--- src/rtl/core/cmfs_pkg.sv ---
`timescale 1ns / 1ps
// Package for the cube map face select unit: sizes, face codes and the item
// type that moves down the divider cell chain. No dependencies.
package cmfs_pkg;

  localparam int HALF_WIDTH    = 256;
  localparam int FRACTION_BITS = 8;

  localparam int DIR_W   = 16;
  localparam int COORD_W = 18;
  localparam int FACE_W  = 3;

  // HS: half width in fixed point
  localparam int HS      = HALF_WIDTH << FRACTION_BITS;
  // quotient width, quotient never exceeds HS
  localparam int Q_W     = $clog2(HS + 1);
  // component magnitude, up to 2^(DIR_W-1)
  localparam int MAG_W   = DIR_W;
  localparam int REM_W   = MAG_W;
  localparam int NUM_W   = MAG_W + Q_W;
  localparam int SUM_W   = Q_W + 1;
  localparam int WIDE_W  = (SUM_W > COORD_W) ? SUM_W : COORD_W;

  localparam int COORD_MAX = (1 << COORD_W) - 1;
  localparam int COORD_LIM = (2 * HS > COORD_MAX) ? COORD_MAX : 2 * HS;

  typedef enum logic [FACE_W-1:0] {
    FACE_POS_W = 3'd0,
    FACE_NEG_W = 3'd1,
    FACE_POS_U = 3'd2,
    FACE_NEG_U = 3'd3,
    FACE_POS_V = 3'd4,
    FACE_NEG_V = 3'd5
  } cmfs_face_e;

  typedef struct packed {
    cmfs_face_e       face;
    logic             zero;
    logic [MAG_W-1:0] m;
    logic             neg_s;
    logic             neg_t;
    logic [REM_W-1:0] rem_s;
    logic [REM_W-1:0] rem_t;
    logic [Q_W-1:0]   lo_s;
    logic [Q_W-1:0]   lo_t;
    logic [Q_W-1:0]   quo_s;
    logic [Q_W-1:0]   quo_t;
  } cmfs_div_t;

endpackage

--- src/rtl/core/cmfs_face_sel.sv ---
`timescale 1ns / 1ps
// Front stage: picks the face and major magnitude, selects the s/t numerators
// and loads the first divider remainder. Depends on cmfs_pkg.
module cmfs_face_sel import cmfs_pkg::*; (
  input  logic                    clk_i,
  input  logic                    rst_ni,
  input  logic                    en_i,
  input  logic                    valid_i,
  input  logic signed [DIR_W-1:0] dir_x_i,
  input  logic signed [DIR_W-1:0] dir_y_i,
  input  logic signed [DIR_W-1:0] dir_z_i,
  output logic                    valid_o,
  output cmfs_div_t               item_o
);

  function automatic logic [MAG_W-1:0] mag(input logic signed [DIR_W:0] c);
    logic [DIR_W:0] t;
    t = c[DIR_W] ? -c : c;
    return t[MAG_W-1:0];
  endfunction

  logic signed [DIR_W:0] u, v, w;
  logic signed [DIR_W:0] a_s, a_t;
  logic [MAG_W-1:0]      m_u, m_v, m_w, m_max, mag_s, mag_t;
  cmfs_face_e            face;
  logic [NUM_W-1:0]      num_s, num_t;
  cmfs_div_t             item_d, item_q;
  logic                  valid_q;

  assign u = {dir_x_i[DIR_W-1], dir_x_i};
  assign v = -{dir_y_i[DIR_W-1], dir_y_i};
  assign w = -{dir_z_i[DIR_W-1], dir_z_i};
  assign m_u = mag(u);
  assign m_v = mag(v);
  assign m_w = mag(w);

  always_comb begin
    face  = FACE_POS_W;
    m_max = m_w;
    if (w[DIR_W]) begin
      face = FACE_NEG_W;
    end
    if (m_u > m_max) begin
      m_max = m_u;
      face  = u[DIR_W] ? FACE_NEG_U : FACE_POS_U;
    end
    if (m_v > m_max) begin
      m_max = m_v;
      face  = v[DIR_W] ? FACE_NEG_V : FACE_POS_V;
    end
    if (m_max == '0) begin
      face = FACE_POS_W;
    end
  end

  // s = HS + q(a_s), t = HS + q(a_t)
  always_comb begin
    case (face)
      FACE_POS_W: begin a_s = u;  a_t = -v; end
      FACE_NEG_W: begin a_s = -u; a_t = -v; end
      FACE_POS_U: begin a_s = -w; a_t = -v; end
      FACE_NEG_U: begin a_s = w;  a_t = -v; end
      FACE_POS_V: begin a_s = w;  a_t = -u; end
      default:    begin a_s = -u; a_t = w;  end
    endcase
  end

  assign mag_s = mag(a_s);
  assign mag_t = mag(a_t);
  assign num_s = NUM_W'(mag_s) * NUM_W'(HS);
  assign num_t = NUM_W'(mag_t) * NUM_W'(HS);

  always_comb begin
    item_d       = '0;
    item_d.face  = face;
    item_d.zero  = (m_max == '0);
    item_d.m     = m_max;
    item_d.neg_s = a_s[DIR_W];
    item_d.neg_t = a_t[DIR_W];
    item_d.rem_s = num_s[NUM_W-1:Q_W];
    item_d.rem_t = num_t[NUM_W-1:Q_W];
    item_d.lo_s  = num_s[Q_W-1:0];
    item_d.lo_t  = num_t[Q_W-1:0];
  end

  always_ff @(posedge clk_i or negedge rst_ni) begin
    if (!rst_ni) begin
      valid_q <= 1'b0;
    end else if (en_i) begin
      valid_q <= valid_i;
    end
  end

  always_ff @(posedge clk_i) begin
    if (en_i) begin
      item_q <= item_d;
    end
  end

  assign valid_o = valid_q;
  assign item_o  = item_q;

endmodule

--- src/rtl/core/cmfs_div_cell.sv ---
`timescale 1ns / 1ps
// One restoring-division cell: produces one quotient bit for both the s and
// t lanes and hands the item to the next cell. Depends on cmfs_pkg.
module cmfs_div_cell import cmfs_pkg::*; (
  input  logic      clk_i,
  input  logic      rst_ni,
  input  logic      en_i,
  input  logic      valid_i,
  input  cmfs_div_t item_i,
  output logic      valid_o,
  output cmfs_div_t item_o
);

  // returns {quotient bit, new remainder}
  function automatic logic [REM_W:0] step(input logic [REM_W-1:0] rem,
                                          input logic nbit,
                                          input logic [MAG_W-1:0] m);
    logic [REM_W:0] r2;
    logic [REM_W:0] diff;
    r2   = {rem, nbit};
    diff = r2 - {1'b0, m};
    if (r2 >= {1'b0, m}) begin
      return {1'b1, diff[REM_W-1:0]};
    end
    return {1'b0, r2[REM_W-1:0]};
  endfunction

  logic [REM_W:0] res_s, res_t;
  cmfs_div_t      item_d, item_q;
  logic           valid_q;

  assign res_s = step(item_i.rem_s, item_i.lo_s[Q_W-1], item_i.m);
  assign res_t = step(item_i.rem_t, item_i.lo_t[Q_W-1], item_i.m);

  always_comb begin
    item_d       = item_i;
    item_d.rem_s = res_s[REM_W-1:0];
    item_d.rem_t = res_t[REM_W-1:0];
    item_d.lo_s  = {item_i.lo_s[Q_W-2:0], 1'b0};
    item_d.lo_t  = {item_i.lo_t[Q_W-2:0], 1'b0};
    item_d.quo_s = {item_i.quo_s[Q_W-2:0], res_s[REM_W]};
    item_d.quo_t = {item_i.quo_t[Q_W-2:0], res_t[REM_W]};
  end

  always_ff @(posedge clk_i or negedge rst_ni) begin
    if (!rst_ni) begin
      valid_q <= 1'b0;
    end else if (en_i) begin
      valid_q <= valid_i;
    end
  end

  always_ff @(posedge clk_i) begin
    if (en_i) begin
      item_q <= item_d;
    end
  end

  assign valid_o = valid_q;
  assign item_o  = item_q;

endmodule

--- src/rtl/core/cmfs_out_buf.sv ---
`timescale 1ns / 1ps
// Output stage: turns quotients into clamped coordinates and holds results in
// an output register with a skid entry. Depends on cmfs_pkg.
module cmfs_out_buf import cmfs_pkg::*; (
  input  logic               clk_i,
  input  logic               rst_ni,
  input  logic               valid_i,
  input  cmfs_div_t          item_i,
  input  logic               stall_i,
  output logic               en_o,
  output logic               valid_o,
  output logic [FACE_W-1:0]  face_o,
  output logic [COORD_W-1:0] coord_s_o,
  output logic [COORD_W-1:0] coord_t_o
);

  typedef struct packed {
    logic [FACE_W-1:0]  face;
    logic [COORD_W-1:0] s;
    logic [COORD_W-1:0] t;
  } res_t;

  function automatic logic [COORD_W-1:0] to_coord(input logic [Q_W-1:0] q,
                                                  input logic neg);
    logic [SUM_W-1:0]  sum;
    logic [WIDE_W-1:0] wide;
    sum  = neg ? (SUM_W'(HS) - SUM_W'(q)) : (SUM_W'(HS) + SUM_W'(q));
    wide = WIDE_W'(sum);
    if (wide > WIDE_W'(COORD_MAX)) begin
      return COORD_W'(COORD_MAX);
    end
    return COORD_W'(wide);
  endfunction

  res_t res_d, out_q, skid_q;
  logic out_valid_q, skid_valid_q;
  logic arr, take;

  always_comb begin
    res_d.face = item_i.face;
    res_d.s    = to_coord(item_i.zero ? '0 : item_i.quo_s, item_i.neg_s);
    res_d.t    = to_coord(item_i.zero ? '0 : item_i.quo_t, item_i.neg_t);
  end

  assign en_o = !skid_valid_q;
  assign arr  = valid_i && !skid_valid_q;
  assign take = out_valid_q && !stall_i;

  always_ff @(posedge clk_i or negedge rst_ni) begin
    if (!rst_ni) begin
      out_valid_q  <= 1'b0;
      skid_valid_q <= 1'b0;
    end else if (skid_valid_q) begin
      if (take) begin
        skid_valid_q <= 1'b0;
      end
    end else if (arr) begin
      if (out_valid_q && !take) begin
        skid_valid_q <= 1'b1;
      end else begin
        out_valid_q <= 1'b1;
      end
    end else if (take) begin
      out_valid_q <= 1'b0;
    end
  end

  always_ff @(posedge clk_i) begin
    if (skid_valid_q) begin
      if (take) begin
        out_q <= skid_q;
      end
    end else if (arr) begin
      if (out_valid_q && !take) begin
        skid_q <= res_d;
      end else begin
        out_q <= res_d;
      end
    end
  end

  assign valid_o   = out_valid_q;
  assign face_o    = out_q.face;
  assign coord_s_o = out_q.s;
  assign coord_t_o = out_q.t;

  a_skid_needs_out: assert property (@(posedge clk_i) disable iff (!rst_ni)
    skid_valid_q |-> out_valid_q)
    else $error("skid entry held without a valid output");

  a_skid_only_on_stall: assert property (@(posedge clk_i) disable iff (!rst_ni)
    $rose(skid_valid_q) |-> $past(out_valid_q && stall_i))
    else $error("skid entry filled while output was free");

  a_coord_range: assert property (@(posedge clk_i) disable iff (!rst_ni)
    out_valid_q |-> (out_q.s <= COORD_W'(COORD_LIM)) && (out_q.t <= COORD_W'(COORD_LIM)))
    else $error("coordinate beyond twice the half width");

  a_face_range: assert property (@(posedge clk_i) disable iff (!rst_ni)
    out_valid_q |-> out_q.face <= FACE_NEG_V)
    else $error("face index out of range");

endmodule

--- src/rtl/core/cube_map_face_select_unit.sv ---
`timescale 1ns / 1ps
// Top level of the cube map face select unit: front stage, divider cell
// chain and output buffer. Depends on cmfs_pkg, cmfs_face_sel, cmfs_div_cell,
// cmfs_out_buf.
//
//   channel  | dir | valid        | stall        | payload
//   ---------+-----+--------------+--------------+-------------------------------
//   in       | in  | in_valid_i   | in_stall_o   | dir_x_i, dir_y_i, dir_z_i
//   out      | out | out_valid_o  | out_stall_i  | face_o, coord_s_o, coord_t_o
//
// One transaction per cycle while in_stall_o is low. Stages: one face
// select stage, one cell per quotient bit in the divider chain, one output stage.
// Reset clears all valid flags; no item is pending after reset.
// Downstream stall fills the skid entry, which then freezes the whole chain
// and raises in_stall_o until the held result is taken.
module cube_map_face_select_unit import cmfs_pkg::*; (
  input  logic                    clk_i,
  input  logic                    rst_ni,
  input  logic                    in_valid_i,
  output logic                    in_stall_o,
  input  logic signed [DIR_W-1:0] dir_x_i,
  input  logic signed [DIR_W-1:0] dir_y_i,
  input  logic signed [DIR_W-1:0] dir_z_i,
  output logic                    out_valid_o,
  input  logic                    out_stall_i,
  output logic [FACE_W-1:0]       face_o,
  output logic [COORD_W-1:0]      coord_s_o,
  output logic [COORD_W-1:0]      coord_t_o
);

  logic      en;
  logic      chain_valid [Q_W+1];
  cmfs_div_t chain_item  [Q_W+1];

  assign in_stall_o = !en;

  cmfs_face_sel u_face_sel (
    .clk_i   (clk_i),
    .rst_ni  (rst_ni),
    .en_i    (en),
    .valid_i (in_valid_i),
    .dir_x_i (dir_x_i),
    .dir_y_i (dir_y_i),
    .dir_z_i (dir_z_i),
    .valid_o (chain_valid[0]),
    .item_o  (chain_item[0])
  );

  for (genvar i = 0; i < Q_W; i++) begin : g_cell
    cmfs_div_cell u_cell (
      .clk_i   (clk_i),
      .rst_ni  (rst_ni),
      .en_i    (en),
      .valid_i (chain_valid[i]),
      .item_i  (chain_item[i]),
      .valid_o (chain_valid[i+1]),
      .item_o  (chain_item[i+1])
    );
  end

  cmfs_out_buf u_out_buf (
    .clk_i     (clk_i),
    .rst_ni    (rst_ni),
    .valid_i   (chain_valid[Q_W]),
    .item_i    (chain_item[Q_W]),
    .stall_i   (out_stall_i),
    .en_o      (en),
    .valid_o   (out_valid_o),
    .face_o    (face_o),
    .coord_s_o (coord_s_o),
    .coord_t_o (coord_t_o)
  );

endmodule

--- config.mk ---
export PLATFORM = sky130hd
export DESIGN_NAME = cube_map_face_select_unit
export DESIGN_NICKNAME = d
export VERILOG_FILES = /design/src/rtl/core/cmfs_pkg.sv /design/src/rtl/core/cmfs_face_sel.sv /design/src/rtl/core/cmfs_div_cell.sv /design/src/rtl/core/cmfs_out_buf.sv /design/src/rtl/core/cube_map_face_select_unit.sv
export SDC_FILE = /design/constraint.sdc
export NUM_CORES = 2
export LEC_CHECK = 0
export BUFFER_PORTS_ARGS = -buffer_cell sky130_fd_sc_hd__buf_2
export CORE_UTILIZATION = 55
export CTS_CLUSTER_SIZE = 20
export DETAILED_ROUTE_END_ITERATION = 10
export GPL_TIMING_DRIVEN = 0
export PLACE_DENSITY = 0.78
export SKIP_LAST_GASP = 1
export SYNTH_ARGS = -nofsm -noshare
export SYNTH_HDL_FRONTEND = slang
export SYNTH_SLANG_ARGS = --single-unit
--- constraint.sdc ---
create_clock -name clk_i -period 45.7 [get_ports clk_i]
set_input_delay 6.855 -clock clk_i [delete_from_list [all_inputs] [get_ports clk_i]]
set_output_delay 6.855 -clock clk_i [all_outputs]
set_load 0.1 [all_outputs]
; Yosys cells after proc, flatten, opt, wreduce, memory -nomap -nowiden
; Index checks and enable logic that the tools add are counted.
; W data, S select, Z words.
[totals]
out_inout_bits = 41
in_bits = 52
wordCells = 489
reg_bits = 1328
[op_classes]
n_eq_ne = 7
reduce_logical = 15
addsub = 45
muxes = 136
bitwise_logic = 1
n_lt_le_gt_ge = 38
[op_table]
columns = operator, n
row1 = $mux W16, 39
row2 = $mux W17, 36
row3 = $ge A17 B16 Y1, 32
row4 = $sub A16 B16 Y16, 34
row5 = $mux W39, 4
row6 = $mux W18, 6
row7 = $neg A17 Y17, 4
row8 = $pmux W17 S3, 1
row9 = $mux W1, 46
row10 = $add A17 B17 Y18 const A, 2
row11 = $gt A18 B18 Y1 const B, 2
row12 = $sub A17 B17 Y18 const A, 2
row13 = $pmux W17 S2, 1
row14 = $ge A16 B16 Y1, 2
row15 = $gt A16 B16 Y1, 2
row16 = $neg A16 Y16, 2
row17 = $neg A16 Y17, 1
row18 = $logic_not A16 Y1, 1
row19 = $mux W3, 3
row20 = $reduce_and A3 Y1, 3
row21 = $eq A3 B2 Y1 const B, 2
row22 = $ne A2 B2 Y1 const B, 2
row23 = $reduce_bool A2 Y1, 2
row24 = $reduce_or A4 Y1, 1
row25 = 8 further kinds, 12

; Depth between registers and ports, before layout
[logic_depth]
depth_word = 14
mapped_depth = 52
ltp_nobuf = 40

; Modules after synthesis
; From an unflattened synthesis, not the netlist that was laid out.
[unflattened]
cells_unflattened = 8686
area_unflattened_um2 = 113575.2
[by_module_without_submodules]
columns = module, n_inst, cells_each, area_per_inst_um2, seq_area_each_um2
row1 = cmfs_div_cell at g_cell[12].u_cell ..., 10, 420, 5895.7, 3628.5
row2 = cmfs_div_cell at g_cell[0].u_cell ..., 5, 448, 6105.9, 3628.5
row3 = cmfs_face_sel, 1, 1052, 8150.3, 1646.6
row4 = cmfs_div_cell at g_cell[2].u_cell, 1, 404, 5858.1, 3628.5
row5 = cmfs_div_cell at g_cell[9].u_cell, 1, 412, 5853.1, 3628.5
row6 = cmfs_out_buf, 1, 377, 4224.1, 2392.3
row7 = cube_map_face_select_unit, 1, 1, 3.8, 0.0

; Worst setup path after synthesis
; No wires, ideal clock.
[synth_path]
path_kind = register to register
startpoint = register u_out_buf.skid_valid_q
endpoint = register u_out_buf.out_q (netlist bit u_out_buf.coord_s_o[0]) (enable)
period_less_slack_ps = 41682
required_ps = 45205
path_slack_ps = 4018
n_path_buf = 2
setup_ps = 495
t_arrival_ps = 41187
path_stages_with_launch = 6
cell_sequence = dfrtp_1 > clkbuf_1 > clkinv_1 > buf_1 > nand2_1 > a21boi_0
[synth_via]
elab_chain_len = 4
word_cells_on_any_way = 6
classes_between = eq/ne (2) / reduce/logical (4)
[synth_lines]
columns = item, line
row1 = start: declaration, cmfs_out_buf.sv:36  ; logic out_valid_q, skid_valid_q;
row2 = start signal: assignment, cmfs_out_buf.sv:52  ; skid_valid_q <= 1'b0;
row3 = start signal: assignment, cmfs_out_buf.sv:55  ; skid_valid_q <= 1'b0;
row4 = start signal: assignment, cmfs_out_buf.sv:59  ; skid_valid_q <= 1'b1;
row5 = $logic_not A1 Y1, n/a
row6 = $logic_and A1 B1 Y1, cmfs_out_buf.sv:46  ; assign arr = valid_i && !skid_valid_q;
row7 = $reduce_bool A2 Y1 (no line), n/a
row8 = $reduce_and A3 Y1 (no line) (*), n/a
row9 = end signal: assignment, cmfs_out_buf.sv:71  ; out_q <= skid_q;
row10 = end signal: assignment, cmfs_out_buf.sv:77  ; out_q <= res_d;
row11 = end: declaration, cmfs_out_buf.sv:35  ; res_t res_d, out_q, skid_q;
; Mark *: on every way between the ends. The rest lies on a longest branch, timed or not.
; A chain may end at the register's enable or synchronous reset.

==> impl_metrics.toml <==
[die]
initial_core_util_pct = 55.52
die-area_sq_um = 136500
row_count = 134
die_w_um = 369.5
io_pins = 93
core_area_sq_um = 133800
dieHeight_um = 369.5

[route]
drc_errors = 7
wl_per_cell_um = 20.28
dr_total_vias = 51574
drt-initial-drc-count = 4727
final_antenna_net_count = 0
wirelength_mm = 180.7
via_per_inst = 5.788
drtPass1Iterations = 11

[critical_path]
crit_family = "compound AO/OA/AOI/OAI gates"
crit_path_frequent_cell = "clkbuf_1"
cpPeakStageDelay_ns = 0.74
end_kind = "flop"
worstSetupStartpointType = "primary input"
crit_buf_inv = 14
cp_max_fo = 10
crit_arrival_ns = 19.98
critPathKind = "in2reg"
critPathSlowestCell = "xnor2_1"
crit_required_ns = 46.21

[synth]
yosysTopAreaCell = "edfxtp_1"
yosys_register_bits = 1328
synth.most_common_cell = "edfxtp_1"
async_flop_share_pct = 1.506
ys_seq_area_share_pct = 53.55
synth_flop_cell = "edfxtp_1"
syn-num-nets = 7442
synth_common_cells = "edfxtp_1, a21oi_1, inv_1, nor2_1, ha_1"
synthTopCellsByArea = "edfxtp_1, ha_1, a21oi_1"
synth_edf_count = 1308
netlist.area_leader.share_pct = 52.87
syn_avg_cell_area_sq_um = 10.96
syn-cell-area_sq_um = 74290
ys_types = 95
netlist_instances = 6778
ys_warn_count = 0

[clocking]
cts_hold_buffers = 0
cts_tree = "yes"
cts-htree-levels = 4
numCtsBuffers = 141
cts_root_buffer = "clkbuf_16"
cts_resized = 0
cts.sink_count = 1328
clk_latency_ns = 0.80
clkTransAtPathRegs_ns = 0.06
cts.path.max_buffers = 3
postCtsSetupBuffers = 0

[place]
hpwlAfterDp_mm = 139.1
io_buffers = 74
globalplace.congestion = 0.9438
postPlaceCellArea_sq_um = 77550

[sta]
hold_violations = 0
rsz0062_at_grt = "no"
final_max_slew_viol_count = 0
finalCriticalPeriod_ns = 19.47
max_freq_ghz = 0.05136
setup_viol = 0
skew_ns = 0.04684
min_period_over_period_pct = 42.60
worstMarginPinSlew_ns = 1.254
max-slew-margin-rel_pct = 16.37

[outcome]
status = "finished with violations"
violations = "DRC"

[global_routing]
grt_pass1_wl_mm = 279.3
grt_pass1_vias = 49750
grt_max_degree = 48
antenna_found_initial = 5
track_usage_pct = 26.43
grt_overflow_total = 0

[final_layout]
multi_input_area_sq_um = 31280
fin_util_pct = 61.47
regArea_sq_um = 39780
drive_gt1_share_pct = 6.848
area_growth_pct = 10.72
fin_nets = 7692
fillers = 10635
fin_area_sq_um = 82250

[flow_run]
cap_violations = 0

[worst_hold_path]
hold_class = "reg2reg"
==> worst reg2reg max path: stages (launching register included) <==
cell      delay (ns)
edfxtp_1        0.51
inv_1           0.11
ha_1            0.30
nor2b_1         0.11
o21ai_0         0.13
a21oi_1         0.22
o21ai_0         0.13
a21oi_1         0.20
o21ai_0         0.14
a21oi_1         0.23
o21ai_0         0.15
a21oi_1         0.22
o21ai_0         0.14
a21oi_1         0.21
o21ai_0         0.13
a21oi_1         0.18
o21ai_0         0.14
a21oi_1         0.97
clkbuf_1        0.52
a21oi_1         0.24
==> cells by family (layout without fill, tap and decap cells) <==
logic type,Yosys count,after routing,synth area share (%)
other,0,1,0
adders and majority gates,612,612,10.63
and+or+nand+nor,1814,1814,12.11
xor gates and xnor gates,419,419,4.959
buffers and inverters,860,1223,4.381
DFF,1328,1328,53.55
AOI/OAI and AO/OA,1613,1613,12.40
muxes,132,132,1.969
==> final cells by class <==
cell class,instances,share of cell area (%)
plain buffers,144,0.6891
inverters,716,3.269
diodes,1,0.003042
repair buffers,107,1.254
clock inverters,96,1.190
multi-input cells,4590,38.03
clock buffers,160,4.515
well taps,1768,2.690
flip-flops and latches,1328,48.36
==> placed cells by master, fill, tap and decap left out, types with 26 or more instances in the layout <==
cell          n
a21boi_0     71
buf_2        85
o31ai_1      32
nand3_1     190
fa_1         32
buf_12       33
nand2b_1    291
o21ai_0     373
and2_1       41
clkinv_2     26
edfxtp_1   1308
o22ai_1      34
ha_1        580
nor2b_1      99
clkbuf_16   144
nor3_1       41
nand4_1     106
clkinv_1     30
nand2_1     273
clkbuf_1    132
xor2_1      112
xnor2_1     306
nor2_1      617
inv_1       710
mux2_2      113
a21oi_1     826
a21o_1      100
or3_1        49
nor4_1       51
==> worst paths after layout <==
path / from / endpoint / slack (ns) / cells after the start
setup / recovery: dir_z_i[0] / u_face_sel.item_o[77] / 26.23 / 49
hold reg to reg: g_cell[14].u_cell.item_o[9] / g_cell[15].u_cell.item_o[10] / 0.39 / 0
setup reg to reg: g_cell[11].u_cell.item_o[103] / g_cell[12].u_cell.item_o[72] / 40.39 / 19
hold / removal: g_cell[14].u_cell.item_o[9] / g_cell[15].u_cell.item_o[10] / 0.39 / 0
max in group asynchronous: rst_ni / g_cell[0].u_cell.valid_o / 39.38 / 1
min in group asynchronous: rst_ni / g_cell[10].u_cell.valid_o / 6.01 / 1
==> state kept, by name, indices dropped and copies added (netlist names) <==
signal / flops
g_cell.u_cell.item_o: 1176
g_cell.u_cell.valid_o: 17
u_face_sel.item_o: 54
u_face_sel.valid_o: 1
u_out_buf.coord_s_o: 18
u_out_buf.coord_t_o: 18
u_out_buf.face_o: 3
u_out_buf.skid_q: 39
u_out_buf.skid_valid_q: 1
u_out_buf.valid_o: 1
==> metal layers <==
layer	part of all wire, %	global-route usage, %	vias up
li1	-	-	24878
met1	44	36.29	24792
met2	47	43.54	1594
met3	5.7	3.661	308
met4	2.6	8.059	2
met5	0.0083	0	-
==> stage by stage <==
step                TNS (ns)  hold WS (ns)  std cells  worst slack (ns)
floorplan                  0        0.4003       6778             4.018
global placement    -2501.91        0.4002       8620            -9.256
detailed placement         0        0.4045       8653             25.83
CTS                        0        0.3845       8909             26.57
global route               0        0.3988       8910             25.56
finish                     0        0.3923       8910             26.23
Power is not shown: default switching activity piles up to over one toggle a cycle in this logic, so the estimate is an artifact.
